===== src/hlgbp_ram.sv =====
// Generic single-port-write, single-port-read synchronous RAM.
// Read data is registered and holds while no read is issued; no dependencies.
module hlgbp_ram #(
    parameter int WIDTH = 8,
    parameter int ABITS = 4
) (
    input  logic             i_clk,
    input  logic             i_we,
    input  logic [ABITS-1:0] i_waddr,
    input  logic [WIDTH-1:0] i_wdata,
    input  logic             i_re,
    input  logic [ABITS-1:0] i_raddr,
    output logic [WIDTH-1:0] o_rdata
);

    logic [WIDTH-1:0] r_mem [2**ABITS];
    logic [WIDTH-1:0] r_rdata;

    always_ff @(posedge i_clk) begin
        if (i_we) begin
            r_mem[i_waddr] <= i_wdata;
        end
    end

    always_ff @(posedge i_clk) begin
        if (i_re) begin
            r_rdata <= r_mem[i_raddr];
        end
    end

    assign o_rdata = r_rdata;

endmodule


===== config.mk =====
export PLATFORM = sky130hd
export DESIGN_NAME = hlgbp_ram
export DESIGN_NICKNAME = d
export VERILOG_FILES = /design/src/hlgbp_ram.sv
export SDC_FILE = /design/constraint.sdc
export NUM_CORES = 1
export LEC_CHECK = 0
export ABC_CLOCK_PERIOD_IN_PS = 4000
export BUFFER_PORTS_ARGS = -buffer_cell sky130_fd_sc_hd__buf_2
export CAP_MARGIN = 25
export CORE_UTILIZATION = 50
export CTS_BUF_LIST = sky130_fd_sc_hd__clkbuf_8 sky130_fd_sc_hd__clkbuf_16
export CTS_CLUSTER_SIZE = 16
export DETAILED_ROUTE_END_ITERATION = 10
export PLACE_DENSITY = 0.69
export SYNTH_ARGS = -nofsm -noshare
export SYNTH_HDL_FRONTEND = slang
export SYNTH_SLANG_ARGS = --single-unit

===== constraint.sdc =====
create_clock -name i_clk -period 4 [get_ports i_clk]
set_clock_uncertainty 0.1 [all_clocks]
set_input_delay 0.6 -clock i_clk [delete_from_list [all_inputs] [get_ports i_clk]]
set_output_delay 0.6 -clock i_clk [all_outputs]
set_load 0.01 [all_outputs]

# Word level (Yosys, flattened, before mapping)
# Memories as Yosys holds them, arrays and structs flattened. A register that Yosys moved wholly into a read port is not among the register bits.
# Cells that the tools add are included.
# totals
ff_bits	0
ramBits	128
in_bits	19
memories	1
# op_classes
muxes	2
# mem_list
name	words	word_bits	read_ports	rd_clocked_by_memory_dff	write_ports	line_no	rtl
r_mem	16	8	1	1	1	16	logic [WIDTH-1:0] r_mem [2**ABITS];
# op_table
cell	count
2-to-1 mux 1 bit	2

# Depth between registers and ports, before layout
# Gate-level depths: netlist of run 1.
# logic_depth
depth_word	2
depth_mapped	5
ltp_nobuf	3

# Worst setup path before layout of run 1
# No wires, ideal clock.
# synth_path
path_type	input to register
startpoint	input port i_waddr[2]
endpoint	memory r_mem[0][0], enable pin
t_arrival_ps	1710
setup_slack_ps	1807
cell_stages	2
path_cell_list	or3b_2 nor3_1
# synth_lines
element	line_no	rtl
start: declaration	9	input logic [ABITS-1:0] i_waddr,
end: declaration	16	
# No word-level cell before the write port.

==> results of run 1 <==
## worst max-delay path, cell delays in order
cell and delay [ns]:
buf_2 0.25, buf_4 0.37, mux4_1 0.61, a22oi_1 0.27
nand2_1 0.10
## layout make-up
type / instances / area share, %
Sequential cell: 136 / 66.7
Multi-Input combinational cell: 83 / 17.3
Clock buffer: 17 / 6.76
Clock inverter: 15 / 3.78
Timing Repair Buffer: 31 / 2.74
Tap cell: 133 / 2.72
## registers in the layout, summed over array words and instances, names as in the netlist
signal and cells:
r_mem 128, o_rdata 8
## per-layer routing
layer / routed length, um / vias to the layer above / part of all wire (%)
li1: - / 1069 / -
met1: 3970 / 1236 / 41
met2: 4780 / 117 / 49
met3: 734 / 14 / 7.6
met4: 201 / 0 / 2.1
met5: 0 / - / 0
## through the flow
stage	instance area, um^2	instances	utilization, %
6_report	6130	415	61.5
5_1_grt	6130	415	61.5
4_1_cts	6130	415	61.5
3_5_place_dp	5480	383	55.1
3_3_place_gp	5480	383	55.1
2_1_floorplan	5230	229	-
## kinds of logic after synthesis
logic type,Yosys count,share of synthesized area (%)
compound gates,16,2.30
mux,32,14.8
buf+inv,10,1.65
flops,136,78.1
simple gates,35,3.14
## power by group
group,internal [uW],switching (uW)
Combinational,57.1,84.7
Sequential,1610,7.94
Clock,1130,552
## worst max path at each step
stage,from,endpoint,slack [ns],depth (start not counted)
CTS,i_raddr[0],o_rdata[0],1.95,5
floorplan,i_waddr[2],r_mem[0][0],1.81,2
global route,i_raddr[0],o_rdata[3],1.87,5
global placement,i_raddr[0],o_rdata[2],1.42,5
detailed placement,i_raddr[0],o_rdata[0],1.40,5
finish,i_raddr[0],o_rdata[3],1.96,5
## layout by cell type (no fill, tap or decap), drive strengths merged
cell / count
bufinv: 6
buf: 31
and2b: 1
edfxtp: 136
nand3b: 2
a22oi: 16
nor2b: 1
or3b: 1
clkinvlp: 3
and2: 1
nand3: 1
nand2: 9
nor3: 4
clkbuf: 17
nand2b: 2
clkinv: 6
mux4: 32
nor2: 13
==> impl_metrics.py, run 1 <==
metrics = {
    "worst_setup_path": {
        "crit_path_end_kind": "register",
        "crit_type": "input pin to register",
        "timing.rr.end": "o_rdata[4]",
        "ff2ff_path_depth": 3,
        "cp-start-kind": "input pin",
        "required_ns": 4.17,
        "timing.rr.start": "r_mem[3][4]",
        "r2r_slack_ns": 2.40,
        "crit_arrival_ns": 2.21,
        "cp_max_fo": 16,
    },
    "power_and_ir_drop": {
        "leakagePower_uw": 0.00205,
        "power.density_nw_per_um2": 561,
        "ir_worst_vdd_v": 0.000279,
        "finalPower_uw": 3440,
    },
    "floorplan": {
        "fp-row-count": 36,
        "die_w_um": 104,
        "io_pins": 27,
        "dieArea_um2": 10900,
        "die_y_um": 104,
        "start_util_pct": 52.5,
        "core_area_um2": 9950,
    },
    "clock_network": {
        "htreeDepth": 4,
        "cts_tree": "built",
        "cts_num_sinks": 136,
        "post_cts_buffers": 0,
        "cts_hold_buf": 0,
        "clock_path_buffers": 2,
        "ctsRootBufferMaster": "clkbuf_8",
        "clkLatencyLatePin_ns": 0.52,
        "numCtsBuffers": 17,
        "ctsResizeCount": 0,
        "clk_pin_slew_ns": 0.06,
    },
    "timing": {
        "slew_violations": 0,
        "timing.final.crit_share_pct": 51.0,
        "worst_slew_pin_slew_ns": 0.927,
        "rsz0062_at_grt": "no",
        "holdWs_ns": 0.340,
        "max_freq_mhz": 490,
        "final.min_clock_period_ns": 2.04,
        "fin_tns_setup_ns": 0,
        "worst_slack_ns": 1.96,
        "setup_viol": 0,
        "finalHoldViolCount": 0,
        "relSlewSlack_pct": 38.0,
    },
    "synthesis": {
        "synth_seq_cells": 136,
        "ys_warn_count": 0,
        "synth-edff-count": 136,
        "synth_ff_type": "edfxtp_1",
        "syn_avg_cell_area_um2": 22.8,
        "synthTopCellsByArea": "edfxtp_1, mux4_2, mux4_1",
        "synthCells": 229,
        "yosys.area.top_type": "edfxtp_1",
        "synth_commonest_cells": "edfxtp_1, mux4_2, a22oi_1",
        "synth.most_common_cell": "edfxtp_1",
        "synth_top_area_share_pct": 78.1,
        "synth_cell_types": 18,
        "ys_seq_area_share_pct": 78.1,
        "synth_fp_nets": 248,
        "synth_area_um2": 5230,
        "synth-async-reset-ratio_pct": 0,
    },
    "min_path": {
        "holdPathStages": 1,
        "min_to": "o_rdata[1]",
        "hold_path.class": "input pin to register",
        "hold_path.startpoint": "i_re",
    },
    "layout": {
        "drive_above_1_share_pct": 29.1,
        "multiInputGateArea_um2": 1060,
        "layout.nets": 288,
        "area_growth_pct": 17.2,
        "diodes": 0,
        "n_fill_cell": 653,
        "area.sequential_um2": 4080,
    },
    "global_route": {
        "grt_pass1_wl_um": 14900,
        "grt_pass1_vias": 2533,
        "grt_max_degree": 33,
        "grt-busiest-layer": "met2",
        "met2_usage_pct": 31.2,
        "gr-usage-all-layers_pct": 20.1,
        "gr-usage-met1_pct": 25.8,
        "antenna_found_initial": 0,
        "grt_overflow": 0,
        "use_met3_pct": 6.52,
    },
    "outcome": {
        "status": "finished, final reports clean",
    },
    "routing": {
        "via_per_inst": 5.87,
        "wl_per_cell_um": 23.3,
        "wirelength_um": 9690,
        "num_vias": 2436,
        "drtIter0Drc": 188,
        "drc_errors": 0,
        "drt_pre_antenna_iters": 5,
        "postRouteAntennaNets": 0,
    },
    "place": {
        "io_buffers": 26,
        "dp_slack_ns": 1.40,
        "dpl.hpwl_um": 6020,
        "place.gp.congestion": 0.760,
    },
    "job": {
        "max_cap_violations": 0,
    },
}
(Power assumes the default switching activity.)
==> inputs of run 2 (changes only) <==
- ABC_AREA: unset -> 1
- ABC_CLOCK_PERIOD_IN_PS: 4000 -> 1800
- PLACE_DENSITY: 0.69 -> 0.72
- clock period: 4 -> 1.8 ns (I/O delays scaled with it)
==> impl_metrics.py, run 2 <==
metrics = {
    "outcome": {
        "status": "finished, final reports clean",
    },
    "synthesis": {
        "synth-edff-count": 136,
        "synth_fp_nets": 570,
        "synthTopCellsByArea": "edfxtp_1, nand2_1, nand3_1",
        "synth_cell_types": 11,
        "synth_commonest_cells": "nand2_1, edfxtp_1, inv_1",
        "synthCells": 551,
        "synth-async-reset-ratio_pct": 0,
        "yosys.area.top_type": "edfxtp_1",
        "synth_top_area_share_pct": 69.8,
        "synth_ff_type": "edfxtp_1",
        "ys_warn_count": 0,
        "synth_seq_cells": 136,
        "ys_seq_area_share_pct": 69.8,
        "syn_avg_cell_area_um2": 10.6,
        "synth.most_common_cell": "nand2_1",
        "synth_area_um2": 5850,
    },
    "global_route": {
        "grt_pass1_wl_um": 19500,
        "grt-busiest-layer": "met2",
        "use_met3_pct": 6.70,
        "grt_overflow": 0,
        "gr-usage-met1_pct": 29.2,
        "grt_max_degree": 65,
        "grt_pass1_vias": 3768,
        "gr-usage-all-layers_pct": 23.2,
        "met2_usage_pct": 38.2,
        "antenna_found_initial": 0,
    },
    "power_and_ir_drop": {
        "ir_worst_vdd_v": 0.000587,
        "switching_share_pct": 20.5,
        "finalPower_uw": 7510,
        "p_clk_share_pct": 46.3,
        "power_frac_seq_pct": 47.8,
        "power_switching_uw": 1540,
        "leakagePower_uw": 0.00296,
        "power.density_nw_per_um2": 1110,
        "p_int_uw": 5970,
        "p_comb_share_pct": 5.9,
    },
    "timing": {
        "relSlewSlack_pct": 58.2,
        "max_freq_mhz": 736,
        "setup_viol": 0,
        "fin_tns_setup_ns": 0,
        "rsz0062_at_grt": "no",
        "worst_slew_pin_slew_ns": 0.627,
        "holdWs_ns": 0.105,
        "slew_violations": 0,
        "final.min_clock_period_ns": 1.36,
        "timing.final.crit_share_pct": 75.5,
        "finalHoldViolCount": 0,
    },
    "layout": {
        "area.sequential_um2": 4080,
        "layout.nets": 613,
        "final_cell_mix": "nand2_1, edfxtp_1, inv_1, nand3_1, buf_2",
        "regMostFlops": "r_mem",
        "largest_reg_flops": 128,
        "n_fill_cell": 899,
        "multiInputGateArea_um2": 1210,
        "area_growth_pct": 16.2,
        "layout_commonest_cell": "nand2_1",
        "drive_above_1_share_pct": 12.4,
        "diodes": 0,
    },
    "routing": {
        "drt_pre_antenna_iters": 5,
        "via_per_inst": 5.22,
        "postRouteAntennaNets": 0,
        "drc_errors": 0,
        "wl_per_cell_um": 17.1,
        "wirelength_um": 12800,
        "num_vias": 3907,
        "drtIter0Drc": 397,
    },
    "min_path": {
        "hold_path.class": "input pin to register",
    },
    "clock_network": {
        "htreeDepth": 4,
        "cts_tree": "built",
        "clk_pin_slew_ns": 0.06,
        "post_cts_buffers": 0,
        "numCtsBuffers": 17,
        "cts_hold_buf": 0,
        "clkLatencyLatePin_ns": 0.42,
        "ctsRootBufferMaster": "clkbuf_16",
        "ctsResizeCount": 0,
        "clock_path_buffers": 2,
        "cts_num_sinks": 136,
    },
    "worst_setup_path": {
        "cp_max_fo": 1,
        "crit_family": "flip-flops",
        "required_ns": 1.43,
        "crit_type": "register to output pin",
        "crit_slowest_cell": "edfxtp_1",
        "crit_buf_inv": 1,
        "cp-start-kind": "register",
        "crit_path_end_kind": "output pin",
        "critPathMaxStageDelay_ns": 0.41,
        "crit_chain": "buf_2",
        "crit_arrival_ns": 0.99,
    },
    "floorplan": {
        "start_util_pct": 51.2,
        "core_area_um2": 11400,
        "die_w_um": 110,
        "io_pins": 27,
        "dieArea_um2": 12100,
        "die_y_um": 110,
        "fp-row-count": 39,
    },
    "place": {
        "dpl.hpwl_um": 7760,
        "io_buffers": 26,
        "place.gp.congestion": 0.913,
    },
    "job": {
        "max_cap_violations": 0,
    },
}
-- run 2: path summary, 6_finish.rpt --
check                             startpoint  slack (ns)    endpoint  cells after the start
worst max register to register   r_mem[1][4]        0.54  o_rdata[4]                      6
worst min register to register  r_mem[10][0]        0.64  o_rdata[0]                      6
worst min-delay path                    i_re        0.10  o_rdata[4]                      1
worst max-delay path              o_rdata[6]        0.44  o_rdata[6]                      1
-- run 2: final cells by class --
class	instances	area share, %
Clock buffer	17	6.26
Clock inverter	14	2.43
Inverter	102	5.63
Multi-Input combinational cell	289	17.9
Sequential cell	136	60.1
Tap cell	143	2.63
Timing Repair Buffer	48	5.08
-- run 2: kinds of logic after synthesis --
kind of cell	count (synthesis)	synth area share (%)
flip-flops	136	69.8
AND/OR/NAND/NOR	289	20.8
buffers and inverters	126	9.39
-- run 2: metal layers --
metal	routed length, um	share of wire (%)
met2	6380	50
met5	0	0
met3	1010	7.9
met4	222	1.7
met1	5170	40
-- run 2: per-stage QoR --
| stage | instance area [um^2] | utilization (%) | cells | setup slack [ns] |
|---|---|---|---|---|
| finish | 6800 | 59.5 | 749 | 0.442 |
| detailed placement | 6200 | 54.3 | 718 | 0.115 |
| CTS | 6800 | 59.5 | 749 | 0.429 |
| global route | 6800 | 59.5 | 749 | 0.417 |
| global placement | 6200 | 54.3 | 718 | 0.162 |
| floorplan | 5850 | - | 551 | 0.479 |
-- run 2: power by group through the flow --
stage               logic, uW  clock network [uW]  registers (uW)
global route              488                3640            3600
finish                    440                3480            3590
detailed placement        438                   0            3650
global placement          429                   0            3650
floorplan                 250                   0            3660
CTS                       442                3510            3590
-- run 2: worst register-to-register path, cell delays in order (launching register included) --
cell      delay, ns
edfxtp_1       0.35
inv_1          0.07
nand2_1        0.05
nand3_1        0.09
nand3_1        0.12
nand3_1        0.13
nand2_1        0.10
